`src/hdl/cms_pkg.sv`:
```
// ---------------------------------------------------------------------------
// cms_pkg
// Shared types and constants of the charlieplex matrix scanner.
// ---------------------------------------------------------------------------
package cms_pkg;

    // matrix geometry
    localparam int PIN_COUNT = 20;
    localparam int ROW_COUNT = 20;
    localparam int COL_COUNT = 19;

    localparam int ROW_IDX_W = (ROW_COUNT > 1) ? $clog2(ROW_COUNT) : 1;
    localparam int COL_IDX_W = (COL_COUNT > 1) ? $clog2(COL_COUNT) : 1;
    localparam int PIN_IDX_W = COL_IDX_W + 1;

    // field widths
    localparam int POS_W   = 5;
    localparam int DRIVE_W = 20;
    localparam int DWELL_W = 16;

    // configuration port
    localparam int APB_DATA_W = 32;
    localparam int APB_ADDR_W = 2;
    localparam logic [APB_ADDR_W-1:0] ADDR_DWELL_TICKS = 2'd0;
    localparam logic [DWELL_W-1:0]    DWELL_RESET      = 16'd80;

    // transaction kinds
    localparam logic FUNC_PIXEL = 1'b0;
    localparam logic FUNC_TICK  = 1'b1;

    // slot waiting to be decoded into a result
    typedef struct packed {
        logic                 valid;
        logic                 frame_end;
        logic [ROW_IDX_W-1:0] row;
        logic [COL_IDX_W-1:0] col;
    } scan_slot_t;

endpackage

```
`src/hdl/cms_in_if.sv`:
```
// ---------------------------------------------------------------------------
// cms_in_if
// Input channel: pixel writes and time ticks.
// ---------------------------------------------------------------------------
interface cms_in_if import cms_pkg::*; ();
    logic             valid;
    logic             ready;
    logic             func;
    logic [POS_W-1:0] pixel_row;
    logic [POS_W-1:0] pixel_col;
    logic             pixel_on;

    modport source (output valid, func, pixel_row, pixel_col, pixel_on, input ready);
    modport sink   (input valid, func, pixel_row, pixel_col, pixel_on, output ready);
endinterface

```
`src/hdl/cms_out_if.sv`:
```
// ---------------------------------------------------------------------------
// cms_out_if
// Result channel: pin drive of the slot now shown.
// ---------------------------------------------------------------------------
interface cms_out_if import cms_pkg::*; ();
    logic               valid;
    logic               ready;
    logic [DRIVE_W-1:0] drive_enable;
    logic [DRIVE_W-1:0] drive_high;
    logic [POS_W-1:0]   scan_row_out;
    logic [POS_W-1:0]   scan_col_out;
    logic               frame_end;

    modport source (output valid, drive_enable, drive_high, scan_row_out, scan_col_out,
                    frame_end, input ready);
    modport sink   (input valid, drive_enable, drive_high, scan_row_out, scan_col_out,
                    frame_end, output ready);
endinterface

```
`src/hdl/cms_frame_store.sv`:
```
// ---------------------------------------------------------------------------
// cms_frame_store
// One-bit frame store with a pixel write port and a single read port.
// ---------------------------------------------------------------------------
module cms_frame_store import cms_pkg::*;
(
    input  logic                 clk,
    input  logic                 rst_n,
    input  logic                 wr_en,
    input  logic [POS_W-1:0]     wr_row,
    input  logic [POS_W-1:0]     wr_col,
    input  logic                 wr_on,
    input  logic [ROW_IDX_W-1:0] rd_row,
    input  logic [COL_IDX_W-1:0] rd_col,
    output logic                 rd_lit
);

    logic [COL_COUNT-1:0] frame_reg [ROW_COUNT];
    logic                 wr_hit;

    // writes outside the matrix are dropped
    assign wr_hit = wr_en && (int'(wr_row) < ROW_COUNT) && (int'(wr_col) < COL_COUNT);

    always_ff @(posedge clk or negedge rst_n)
    begin
        if (!rst_n)
        begin
            for (int r = 0; r < ROW_COUNT; r++)
            begin
                frame_reg[r] <= '0;
            end
        end
        else if (wr_hit)
        begin
            frame_reg[wr_row[ROW_IDX_W-1:0]][wr_col[COL_IDX_W-1:0]] <= wr_on;
        end
    end

    assign rd_lit = frame_reg[rd_row][rd_col];

endmodule

```
`src/hdl/cms_scan_ctrl.sv`:
```
// ---------------------------------------------------------------------------
// cms_scan_ctrl
// Dwell counter and row-major slot position, plus the pending slot flag.
// ---------------------------------------------------------------------------
module cms_scan_ctrl import cms_pkg::*;
(
    input  logic               clk,
    input  logic               rst_n,
    input  logic               tick,
    input  logic               take,
    input  logic [DWELL_W-1:0] dwell_ticks,
    output scan_slot_t         slot
);

    logic [DWELL_W-1:0]   dwell_count_reg, dwell_count_next;
    logic [ROW_IDX_W-1:0] row_reg, row_next;
    logic [COL_IDX_W-1:0] col_reg, col_next;
    logic                 pend_reg, pend_next;
    logic                 fend_reg, fend_next;
    logic [DWELL_W-1:0]   count_inc;
    logic                 advance;
    logic                 col_last;
    logic                 row_last;

    assign count_inc = dwell_count_reg + DWELL_W'(1);
    // a dwell of zero advances on every tick
    assign advance   = (count_inc >= dwell_ticks) || (count_inc == '0);
    assign col_last  = (col_reg == COL_IDX_W'(COL_COUNT - 1));
    assign row_last  = (row_reg == ROW_IDX_W'(ROW_COUNT - 1));

    always_comb
    begin
        dwell_count_next = dwell_count_reg;
        row_next         = row_reg;
        col_next         = col_reg;
        fend_next        = fend_reg;
        pend_next        = take ? 1'b0 : pend_reg;
        if (tick)
        begin
            pend_next        = 1'b1;
            fend_next        = 1'b0;
            dwell_count_next = count_inc;
            if (advance)
            begin
                dwell_count_next = '0;
                if (col_last)
                begin
                    col_next = '0;
                    if (row_last)
                    begin
                        row_next  = '0;
                        fend_next = 1'b1;
                    end
                    else
                    begin
                        row_next = row_reg + ROW_IDX_W'(1);
                    end
                end
                else
                begin
                    col_next = col_reg + COL_IDX_W'(1);
                end
            end
        end
    end

    always_ff @(posedge clk or negedge rst_n)
    begin
        if (!rst_n)
        begin
            dwell_count_reg <= '0;
            row_reg         <= '0;
            col_reg         <= '0;
            pend_reg        <= 1'b0;
            fend_reg        <= 1'b0;
        end
        else
        begin
            dwell_count_reg <= dwell_count_next;
            row_reg         <= row_next;
            col_reg         <= col_next;
            pend_reg        <= pend_next;
            fend_reg        <= fend_next;
        end
    end

    assign slot.valid     = pend_reg;
    assign slot.frame_end = fend_reg;
    assign slot.row       = row_reg;
    assign slot.col       = col_reg;

endmodule

```
`src/hdl/cms_drive_out.sv`:
```
// ---------------------------------------------------------------------------
// cms_drive_out
// Decodes the pending slot into pin drives and holds the result register.
// ---------------------------------------------------------------------------
module cms_drive_out import cms_pkg::*;
(
    input  logic       clk,
    input  logic       rst_n,
    input  scan_slot_t slot,
    input  logic       lit,
    output logic       take,
    cms_out_if.source  out_ch
);

    logic                 valid_reg, valid_next;
    logic [DRIVE_W-1:0]   enable_reg, high_reg;
    logic [POS_W-1:0]     row_out_reg, col_out_reg;
    logic                 fend_reg;
    logic [PIN_IDX_W-1:0] cathode;
    logic                 pins_ok;
    logic [DRIVE_W-1:0]   anode_bit, cathode_bit;

    assign take = slot.valid && (!valid_reg || out_ch.ready);

    // cathode skips the anode pin
    assign cathode = (PIN_IDX_W'(slot.col) < PIN_IDX_W'(slot.row))
                   ? PIN_IDX_W'(slot.col)
                   : PIN_IDX_W'(slot.col) + PIN_IDX_W'(1);
    assign pins_ok     = (int'(slot.row) < PIN_COUNT) && (int'(cathode) < PIN_COUNT);
    assign anode_bit   = DRIVE_W'(1) << slot.row;
    assign cathode_bit = DRIVE_W'(1) << cathode;

    always_comb
    begin
        valid_next = valid_reg;
        if (take)
        begin
            valid_next = 1'b1;
        end
        else if (out_ch.ready)
        begin
            valid_next = 1'b0;
        end
    end

    always_ff @(posedge clk or negedge rst_n)
    begin
        if (!rst_n)
        begin
            valid_reg <= 1'b0;
        end
        else
        begin
            valid_reg <= valid_next;
        end
    end

    always_ff @(posedge clk)
    begin
        if (take)
        begin
            enable_reg  <= (lit && pins_ok) ? (anode_bit | cathode_bit) : '0;
            high_reg    <= (lit && pins_ok) ? anode_bit : '0;
            row_out_reg <= POS_W'(slot.row);
            col_out_reg <= POS_W'(slot.col);
            fend_reg    <= slot.frame_end;
        end
    end

    assign out_ch.valid        = valid_reg;
    assign out_ch.drive_enable = enable_reg;
    assign out_ch.drive_high   = high_reg;
    assign out_ch.scan_row_out = row_out_reg;
    assign out_ch.scan_col_out = col_out_reg;
    assign out_ch.frame_end    = fend_reg;

endmodule

```
`src/hdl/charlieplex_matrix_scanner_core.sv`:
```
// ---------------------------------------------------------------------------
// charlieplex_matrix_scanner_core
// Charlieplexed LED matrix refresh: frame store, slot scan and pin drive.
// ---------------------------------------------------------------------------
// in_ch carries one transaction per item: func 0 writes one pixel of the
// frame store (out-of-range rows or columns are dropped), func 1 is a time
// tick. Every tick yields exactly one out_ch transaction holding the pin
// drive of the slot shown after the tick; pixel writes yield nothing.
// The scan position and dwell counter are registered when a tick is
// accepted, and the slot is then decoded against the frame store into the
// result register once that register is empty or out_ch.ready is high.
// Throughput is one item per cycle while in_ch.ready is high.
// in_ch.ready falls only when a slot is waiting to be decoded and the result
// register is full and stalled by out_ch.ready; no state moves meanwhile.
// Reset clears the frame store, scan position and dwell count, and loads
// dwell_ticks with 80. dwell_ticks is written through the APB port at
// byte address 0 and should only be changed while the block is idle.
// ---------------------------------------------------------------------------
module charlieplex_matrix_scanner_core import cms_pkg::*;
(
    input  logic                  clk,
    input  logic                  rst_n,
    cms_in_if.sink                in_ch,
    cms_out_if.source             out_ch,
    input  logic                  psel,
    input  logic                  penable,
    input  logic                  pwrite,
    input  logic [APB_ADDR_W-1:0] paddr,
    input  logic [APB_DATA_W-1:0] pwdata,
    output logic [APB_DATA_W-1:0] prdata,
    output logic                  pready
);

    logic [DWELL_W-1:0] dwell_ticks_reg, dwell_ticks_next;
    scan_slot_t         slot;
    logic               take;
    logic               in_acc;
    logic               lit;

    // configuration register
    always_comb
    begin
        dwell_ticks_next = dwell_ticks_reg;
        if (psel && penable && pwrite && (paddr == ADDR_DWELL_TICKS))
        begin
            dwell_ticks_next = pwdata[DWELL_W-1:0];
        end
    end

    always_ff @(posedge clk or negedge rst_n)
    begin
        if (!rst_n)
        begin
            dwell_ticks_reg <= DWELL_RESET;
        end
        else
        begin
            dwell_ticks_reg <= dwell_ticks_next;
        end
    end

    assign pready = 1'b1;
    assign prdata = (paddr == ADDR_DWELL_TICKS) ? APB_DATA_W'(dwell_ticks_reg) : '0;

    assign in_ch.ready = !slot.valid || take;
    assign in_acc      = in_ch.valid && in_ch.ready;

    cms_frame_store u_frame
    (
        .clk    (clk),
        .rst_n  (rst_n),
        .wr_en  (in_acc && (in_ch.func == FUNC_PIXEL)),
        .wr_row (in_ch.pixel_row),
        .wr_col (in_ch.pixel_col),
        .wr_on  (in_ch.pixel_on),
        .rd_row (slot.row),
        .rd_col (slot.col),
        .rd_lit (lit)
    );

    cms_scan_ctrl u_scan
    (
        .clk         (clk),
        .rst_n       (rst_n),
        .tick        (in_acc && (in_ch.func == FUNC_TICK)),
        .take        (take),
        .dwell_ticks (dwell_ticks_reg),
        .slot        (slot)
    );

    cms_drive_out u_drive
    (
        .clk    (clk),
        .rst_n  (rst_n),
        .slot   (slot),
        .lit    (lit),
        .take   (take),
        .out_ch (out_ch)
    );

`ifndef SYNTH
    // high is only ever asserted on a driven pin
    a_high_in_enable: assert property (@(posedge clk) disable iff (!rst_n)
        out_ch.valid |-> ((out_ch.drive_high & ~out_ch.drive_enable) == '0))
        else $error("drive_high set on an undriven pin");

    // a lit slot drives exactly an anode and a cathode
    a_two_pins: assert property (@(posedge clk) disable iff (!rst_n)
        out_ch.valid |-> (($countones(out_ch.drive_enable) == 0) ||
                          (($countones(out_ch.drive_enable) == 2) &&
                           ($countones(out_ch.drive_high) == 1))))
        else $error("pin drive is not a single anode/cathode pair");

    // frame end coincides with the return to the first slot
    a_frame_wrap: assert property (@(posedge clk) disable iff (!rst_n)
        (out_ch.valid && out_ch.frame_end) |->
            ((out_ch.scan_row_out == '0) && (out_ch.scan_col_out == '0)))
        else $error("frame_end without wrap to first slot");

    // a stalled result with a slot waiting blocks further input
    a_stall_blocks: assert property (@(posedge clk) disable iff (!rst_n)
        (slot.valid && out_ch.valid && !out_ch.ready) |-> !in_ch.ready)
        else $error("input accepted while pending slot is stalled");
`endif

endmodule
```
`src/flat_wrapper.sv`:
```
// flat-port wrapper written by rule: the top's interface ports become plain ports
module charlieplex_matrix_scanner_core_flat import cms_pkg::*;
  (clk, rst_n, psel, penable, pwrite, paddr, pwdata, prdata, pready, in_ch_valid, in_ch_func, in_ch_pixel_row, in_ch_pixel_col, in_ch_pixel_on, in_ch_ready, out_ch_valid, out_ch_drive_enable, out_ch_drive_high, out_ch_scan_row_out, out_ch_scan_col_out, out_ch_frame_end, out_ch_ready);
  cms_in_if in_ch_i ();
  cms_out_if out_ch_i ();
  input  logic clk;
  input  logic rst_n;
  input  logic psel;
  input  logic penable;
  input  logic pwrite;
  input  logic [APB_ADDR_W-1:0] paddr;
  input  logic [APB_DATA_W-1:0] pwdata;
  output logic [APB_DATA_W-1:0] prdata;
  output logic pready;
  input wire logic [$bits(in_ch_i.valid)-1:0] in_ch_valid;
  input wire logic [$bits(in_ch_i.func)-1:0] in_ch_func;
  input wire logic [$bits(in_ch_i.pixel_row)-1:0] in_ch_pixel_row;
  input wire logic [$bits(in_ch_i.pixel_col)-1:0] in_ch_pixel_col;
  input wire logic [$bits(in_ch_i.pixel_on)-1:0] in_ch_pixel_on;
  output wire logic [$bits(in_ch_i.ready)-1:0] in_ch_ready;
  output wire logic [$bits(out_ch_i.valid)-1:0] out_ch_valid;
  output wire logic [$bits(out_ch_i.drive_enable)-1:0] out_ch_drive_enable;
  output wire logic [$bits(out_ch_i.drive_high)-1:0] out_ch_drive_high;
  output wire logic [$bits(out_ch_i.scan_row_out)-1:0] out_ch_scan_row_out;
  output wire logic [$bits(out_ch_i.scan_col_out)-1:0] out_ch_scan_col_out;
  output wire logic [$bits(out_ch_i.frame_end)-1:0] out_ch_frame_end;
  input wire logic [$bits(out_ch_i.ready)-1:0] out_ch_ready;
  assign in_ch_i.valid = in_ch_valid;
  assign in_ch_i.func = in_ch_func;
  assign in_ch_i.pixel_row = in_ch_pixel_row;
  assign in_ch_i.pixel_col = in_ch_pixel_col;
  assign in_ch_i.pixel_on = in_ch_pixel_on;
  assign in_ch_ready = in_ch_i.ready;
  assign out_ch_valid = out_ch_i.valid;
  assign out_ch_drive_enable = out_ch_i.drive_enable;
  assign out_ch_drive_high = out_ch_i.drive_high;
  assign out_ch_scan_row_out = out_ch_i.scan_row_out;
  assign out_ch_scan_col_out = out_ch_i.scan_col_out;
  assign out_ch_frame_end = out_ch_i.frame_end;
  assign out_ch_i.ready = out_ch_ready;
  charlieplex_matrix_scanner_core u_core (.clk(clk), .rst_n(rst_n), .in_ch(in_ch_i), .out_ch(out_ch_i), .psel(psel), .penable(penable), .pwrite(pwrite), .paddr(paddr), .pwdata(pwdata), .prdata(prdata), .pready(pready));
endmodule
```
`config.mk`:
```
export PLATFORM = sky130hd
export DESIGN_NAME = charlieplex_matrix_scanner_core_flat
export DESIGN_NICKNAME = d
export VERILOG_FILES = /design/src/hdl/cms_pkg.sv /design/src/hdl/cms_in_if.sv /design/src/hdl/cms_out_if.sv /design/src/hdl/cms_frame_store.sv /design/src/hdl/cms_scan_ctrl.sv /design/src/hdl/cms_drive_out.sv /design/src/hdl/charlieplex_matrix_scanner_core.sv /design/src/flat_wrapper.sv
export SDC_FILE = /design/constraint.sdc
export NUM_CORES = 1
export LEC_CHECK = 0
export BUFFER_PORTS_ARGS = -buffer_cell sky130_fd_sc_hd__buf_2
export CORE_ASPECT_RATIO = 0.9
export CORE_MARGIN = 2
export CORE_UTILIZATION = 55
export CTS_CLUSTER_DIAMETER = 120
export DETAILED_ROUTE_END_ITERATION = 10
export GPL_TIMING_DRIVEN = 1
export PLACE_DENSITY = 0.8
export SETUP_SLACK_MARGIN = 0.2
export SLEW_MARGIN = 20
export SYNTH_ARGS = -nofsm -noshare
export SYNTH_HDL_FRONTEND = slang
export SYNTH_SLANG_ARGS = --single-unit
```
`constraint.sdc`:
```
create_clock -name clk -period 4.4 [get_ports clk]
set_input_delay 0.66 -clock clk [delete_from_list [all_inputs] [get_ports clk]]
set_output_delay 0.66 -clock clk [all_outputs]
set_load 0.05 [all_outputs]
```
After elaboration in Yosys (flattened, before gate mapping) --
Cells that the tools add are included.
Word-level totals: register bits 476, input bits 53, output and inout bits 86, logic and storage cells 102
Operators by class: add/subtract/negate cells 4, order comparisons 12, equal/unequal tests 2, shift-type cells 2, mux-type cells 22, bitwise gates (word level) 4, reductions and logical operators 24
Operators by type and width (count):
- 380-bit bitwise mux | 1
- 19-bit binary-select mux with 5-bit select | 1
- 19-bit demux with 5-bit select | 1
- 19-bit 2-to-1 mux | 3
- 16-bit 2-to-1 mux | 2
- 20-bit OR | 1
- 1-bit by 5-bit left shift with 20-bit output (first input constant) | 1
- 1-bit by 6-bit left shift with 20-bit output (first input constant) | 1
- 16-bit by 1-bit adder with 16-bit output (second input constant) | 1
- 16-bit >= comparator | 1
- 16-bit zero test | 1
- 5-bit < comparator (second input constant) | 3
- 1-bit logical AND | 13
- 6-bit >= comparator (second input constant) | 2
- 5-bit by 6-bit < comparator with 1-bit output (second input constant) | 2
- 5-bit inverter with 6-bit output | 2
- 5-bit by 1-bit adder with 5-bit output (second input constant) | 2
- 5-bit equality test (second input constant) | 2
- 5-bit 2-to-1 mux | 2
- 1-bit 2-to-1 mux | 9
- 5-bit by 1-bit adder with 6-bit output (second input constant) | 1
- 6-bit by 1-bit < comparator with 1-bit output (second input constant) | 1
- 6-bit by 5-bit < comparator with 1-bit output (second input constant) | 1
- 6-bit 2-to-1 mux | 1
- other kinds (11) | 15

Logic depth before layout (Yosys ltp) --
depth in word-level cells 8, mapped depth 17, gate-level depth less buffers 15

Modules after synthesis --
Synthesis repeated with hierarchy kept, for this count alone.
Unflattened totals: cells, all modules 2174, area total of the unflattened synthesis 25294.3 sq um
Modules (own cells, without submodules):
- cms_frame_store | times used 1, cells each 1625, area an instance 19371.1 sq um, seq. area each 9509.1 sq um
- cms_drive_out | times used 1, cells each 225, area an instance 2793.9 sq um, seq. area each 1556.5 sq um
- cms_scan_ctrl | times used 1, cells each 248, area an instance 2195.9 sq um, seq. area each 700.7 sq um
- charlieplex_matrix_scanner_core | times used 1, cells each 76, area an instance 933.4 sq um, seq. area each 402.9 sq um

Least setup slack after synthesis --
Ideal clock, no wire load.
kind reg-to-reg, start register u_core.u_scan.dwell_count_reg[2], end register u_core.u_scan.col_reg[2], setup time 120 ps, data arrival time 3297 ps, data required time 4280 ps, path slack 983 ps, cell stages (with the launch flop) 18, buffers on the path 2, period minus slack after synthesis 3417 ps, cell sequence dfrtp_1 buf_2 nand4_1 nor3_1 nand2_1 xor2_1 inv_1 ha_1 nand4_1 nor2_1 a211o_1 nor2_1 o21a_1 o31ai_1 a41o_1 buf_4 a31oi_1 a31o_2
Between the ends: cells in the longest elaborated chain, start to end 4, elaborated cells on any way between the ends 5, those cells by class 1 x add/sub; 1 x order compare; 3 x reduce/logical
RTL lines:
- from (decl) | RTL line cms_scan_ctrl.sv:15 | logic [DWELL_W-1:0] dwell_count_reg, dwell_count_next;
- from (signal assigned) | RTL line cms_scan_ctrl.sv:79 | dwell_count_reg <= dwell_count_next;
- 16-bit by 1-bit adder with 16-bit output * | RTL line cms_scan_ctrl.sv:25 | assign count_inc = dwell_count_reg + DWELL_W'(1);
- 16-bit >= comparator or 16-bit zero test (tied branches) | RTL line cms_scan_ctrl.sv:27 | assign advance = (count_inc >= dwell_ticks) || (count_inc == '0);
- 1-bit logical OR * | RTL line cms_scan_ctrl.sv:27
- 2-bit AND reduction (no line) *
- to (signal assigned) | RTL line cms_scan_ctrl.sv:81 | col_reg <= col_next;
- to (decl) | RTL line cms_scan_ctrl.sv:17 | logic [COL_IDX_W-1:0] col_reg, col_next;
Every way passes the cells marked *; elsewhere a longest branch is shown, timed or not. A chain may end at the register's enable or synchronous reset.

Worst setup path after layout --
start register u_core.u_scan.row_reg[0], end register u_core.u_drive.high_reg[14], in the netlist u_core.u_drive.out_ch.drive_high[14] (data pin)
Between the ends: cells in the longest elaborated chain, start to end 7, elaborated cells on any way between the ends 13, those cells by class 3 x order compare; 1 x shift; 6 x mux; 1 x bitwise; 2 x reduce/logical
RTL lines:
- from (decl) | RTL line cms_scan_ctrl.sv:16 | logic [ROW_IDX_W-1:0] row_reg, row_next;
- from (signal assigned) | RTL line cms_scan_ctrl.sv:80 | row_reg <= row_next;
- 5-bit inverter with 6-bit output (not written as such) | RTL line cms_frame_store.sv:39 | assign rd_lit = frame_reg[rd_row][rd_col];
- 19-bit binary-select mux with 5-bit select | RTL line cms_frame_store.sv:39
- 19-bit 2-to-1 mux (not written as such) (2 in series) | RTL line cms_frame_store.sv:39
- 1-bit binary-select mux with 5-bit select | RTL line cms_frame_store.sv:39
- 1-bit 2-to-1 mux (not written as such) | RTL line cms_frame_store.sv:39
- 1-bit logical AND | RTL line cms_drive_out.sv:63 | high_reg <= (lit && pins_ok) ? anode_bit : '0;
- to (signal assigned) | RTL line cms_drive_out.sv:63
- to (decl) | RTL line cms_drive_out.sv:16 | logic [DRIVE_W-1:0] enable_reg, high_reg;
Parallel ways exist; a longest one is shown, timed or not. The select of a mux whose other input is x is not followed.

==> results.md <==
- Grt ovf: 0
- Worst r2r path cells: 11
- CTS Hold Bufs: 0
- Crit-path max FO: 40
- CTS tree: built
- F_max: 255.0 MHz
- TritonCTS Buffers: 47
- Site Rows: 73
- Worst reg-to-reg setup slack: 0.48 ns
- Critical R2R Launch: u_core.u_scan.row_reg[0]$_DFFE_PN0P_
- Worst Setup Start Kind: flop
- DRT iter0 DRCs: 1907
- Async S/R FF share, synth: 89.29%
- IO Pins: 139
- Min cycle time layout: 3.921 ns
- Die Ht: 204.3 um
- Overall die width: 226.5 um
- Detailed-placement wirelength estimate: 40240 um
- Highest ir drop seen on vdd: 0.2781 mV
- YS warnings: 0
- Final hold vios: 0
- Final wirelength: 64430 um
- Initial antenna violation count: 3
- Status: finished clean
- Largest net degree at the start of global routing: 149
- Clk slew on worst S/H paths: 0.06 ns
- GP Congestion: 0.8766
- Global-route wire length before repair: 100500 um
- Actual slew at the worst max-slew pin: 1.142 ns
- Initial core utilization: 55.57%
- Root Driver: clkbuf_16
- Area growth syn-to-layout: 10.76%
- Worst clock skew: 0.02608 ns
- Static Leakage: 0.01225 uW
- Worst Setup End Kind: flop
- # setup viols final: 0
- Crit path cell chain: buf_4, mux4_2, a22oi_1, nand3_1, nand3_1, o21ai_0, and4_1, a31oi_1, a2bb2oi_4, buf_12, nor2b_1
- Post-synth EDFFs: 51
- Clk sink count: 476
- CORE AREA: 44120 um2
- Worst flop-to-flop path endpoint: u_core.u_drive.out_ch.drive_high[14]$_SDFFCE_PN0P_
- Port bufs: 105
- Post-CTS sizing: 0
- Slew margin rel.: 23.65%
- Layout cells sized above 1: 34.04%
- Max reg flops: 380
- WS Path Type: reg -> reg
- Period utilisation layout: 89.12%
- Most used cell, CP: nand3_1
- Most common cell after layout, fill and taps aside: dfrtp_1
- Clk_lat worst skew: 0.58 ns
- Yosys cell types: 67
- Flops & latches, synth: 476
- Pre-CTS setup slack: 0.5438 ns
- Via count: 17550
- Number of global-route vias before repair: 17700
- Total Nets Final: 2273
- CP peak stage delay: 0.90 ns
- RSZ-0062 raised after global routing: false
- Max cap viols: 0
- Max clock buf depth: 3
- Slowest cell on the critical path: dfrtp_4
- Pwr Density: 381.2 nW/um2
- Post-route ant nets: 0
- Final-layout fill cell count: 3344
- H-tree depth: 2
- Primary FF master, synth: dfrtp_1
- Post-synthesis sequential area ratio: 49.64%
- Post-CTS Setup Inserts: 0
- Vias per inst: 6.204
- Drt drc: 0
- Die Area: 46280 um2
- Post-synthesis cell count: 2136
- Drt first pass iters: 6
- Class of the worst hold path: in -> async
- Wirelength per Cell: 22.78 um
- Global-route usage over all layers: 28.27%
- CP Data Required Time: 4.72 ns
- Worst Path Arrival: 4.24 ns
- Max-slew violations: 0
- Mapped Area: 24510 um2
- Post-route setup TNS: 0 ns
- Commonest non-fill, non-tap cells in the layout: dfrtp_1 (421), nand2_1 (411), mux2_2 (383)
- Final setup margin: 0.4789 ns
- Syn_area_per_cell: 11.48 um2
-- cell usage after synthesis, types with 11 or more instances --
cell,count,share of area (%)
o31ai_1,11,0.34
inv_1,36,0.55
a22oi_1,18,0.55
clkbuf_1,114,1.7
ha_1,30,1.5
dfrtp_1,423,43
nand2_1,411,6.3
buf_2,18,0.37
nand3_1,23,0.47
buf_4,20,0.61
nor2_1,162,2.5
nor3_1,38,0.78
edfxtp_1,51,6.2
mux4_2,88,8.1
mux2i_1,15,0.61
mux2_2,383,18
a21oi_1,56,1.1
o21ai_0,44,0.90
nor2_2,15,0.38
-- layer usage --
| metal | vias up | track usage, % | part of all wire [%] |
|---|---|---|---|
| met5 | - | 0 | 0 |
| met4 | 0 | 11.75 | 4.2 |
| li1 | 7591 | - | - |
| met1 | 8894 | 37.24 | 39 |
| met2 | 871 | 46.07 | 48 |
| met3 | 196 | 5.592 | 8.8 |
-- cells by family (layout without fill, tap and decap cells) --
kind of cell | count (synthesis) | count (layout) | synth area share [%]
flip-flops | 476 | 476 | 49.64
adder cells (fa/ha/maj) | 30 | 30 | 1.531
multiplexers | 492 | 492 | 26.93
XOR/XNOR | 15 | 15 | 0.5359
AND/OR/NAND/NOR | 725 | 725 | 12.48
AO/OA/AOI/OAI | 184 | 184 | 4.696
buffers and inverters | 212 | 288 | 4.149
other | 2 | 19 | 0.03063
-- metrics by stage --
| stage | cells | hold WS (ns) | total power (uW) | cell area, um2 | util, % |
|---|---|---|---|---|---|
| floorplan | 2151 | 0.3644 | 5806 | 24570 | - |
| global placement | 2741 | 0.4384 | 6289 | 25590 | 58.00 |
| detailed placement | 2741 | 0.4327 | 6334 | 25590 | 58.01 |
| CTS | 2827 | 0.1947 | 10360 | 27130 | 61.49 |
| global route | 2828 | 0.2098 | 10730 | 27150 | 61.54 |
| finish | 2829 | 0.1603 | 10350 | 27150 | 61.55 |
-- worst max-delay path: cells and delay by family, from the launching register on --
kind	cells	cell delay (ns)
compound gates	4	0.98
flops	1	0.90
simple gates	4	0.63
buf+inv	2	0.59
mux	1	0.52
-- final cells by class --
cell class	instances	area, um2	share of cell area, %
flip-flops and latches	476	12180	44.85
multi-input cells	1463	11460	42.19
clock buffers	75	1431	5.272
repair buffers	164	1087	4.004
well taps	600	750.7	2.765
inverters	38	142.6	0.5253
clock inverters	11	102.6	0.3779
diodes	2	5.005	0.01843
-- report_power, final --
part           total [uW]  switching, uW  internal (uW)  leakage, uW
registers            4750            156           4590      0.00633
logic                1550           1100            451      0.00516
clock network        4050           1710           2340     0.000758
total               10300           2970           7380       0.0123
-- how the worst max path moves through the flow --
stage	startpoint	end	slack, ns	cells past startpoint
6_report	u_core.u_scan.row_reg[0]$_DFFE_PN0P_	u_core.u_drive.out_ch.drive_high[14]$_SDFFCE_PN0P_	0.48	11
5_1_grt	u_core.u_scan.row_reg[0]$_DFFE_PN0P_	u_core.u_drive.out_ch.drive_high[8]$_SDFFCE_PN0P_	0.31	11
4_1_cts	u_core.u_scan.dwell_count_reg[2]$_DFFE_PN0P_	u_core.u_scan.col_reg[4]$_DFFE_PN0P_	0.51	16
3_5_place_dp	u_core.u_scan.dwell_count_reg[2]$_DFFE_PN0P_	u_core.u_scan.col_reg[4]$_DFFE_PN0P_	0.54	16
3_3_place_gp	u_core.u_scan.dwell_count_reg[2]$_DFFE_PN0P_	u_core.u_scan.col_reg[4]$_DFFE_PN0P_	0.60	16
2_1_floorplan	u_core.u_scan.dwell_count_reg[2]$_DFFE_PN0P_	u_core.u_scan.col_reg[2]$_DFFE_PN0P_	0.98	17
(Power assumes the default switching activity.)
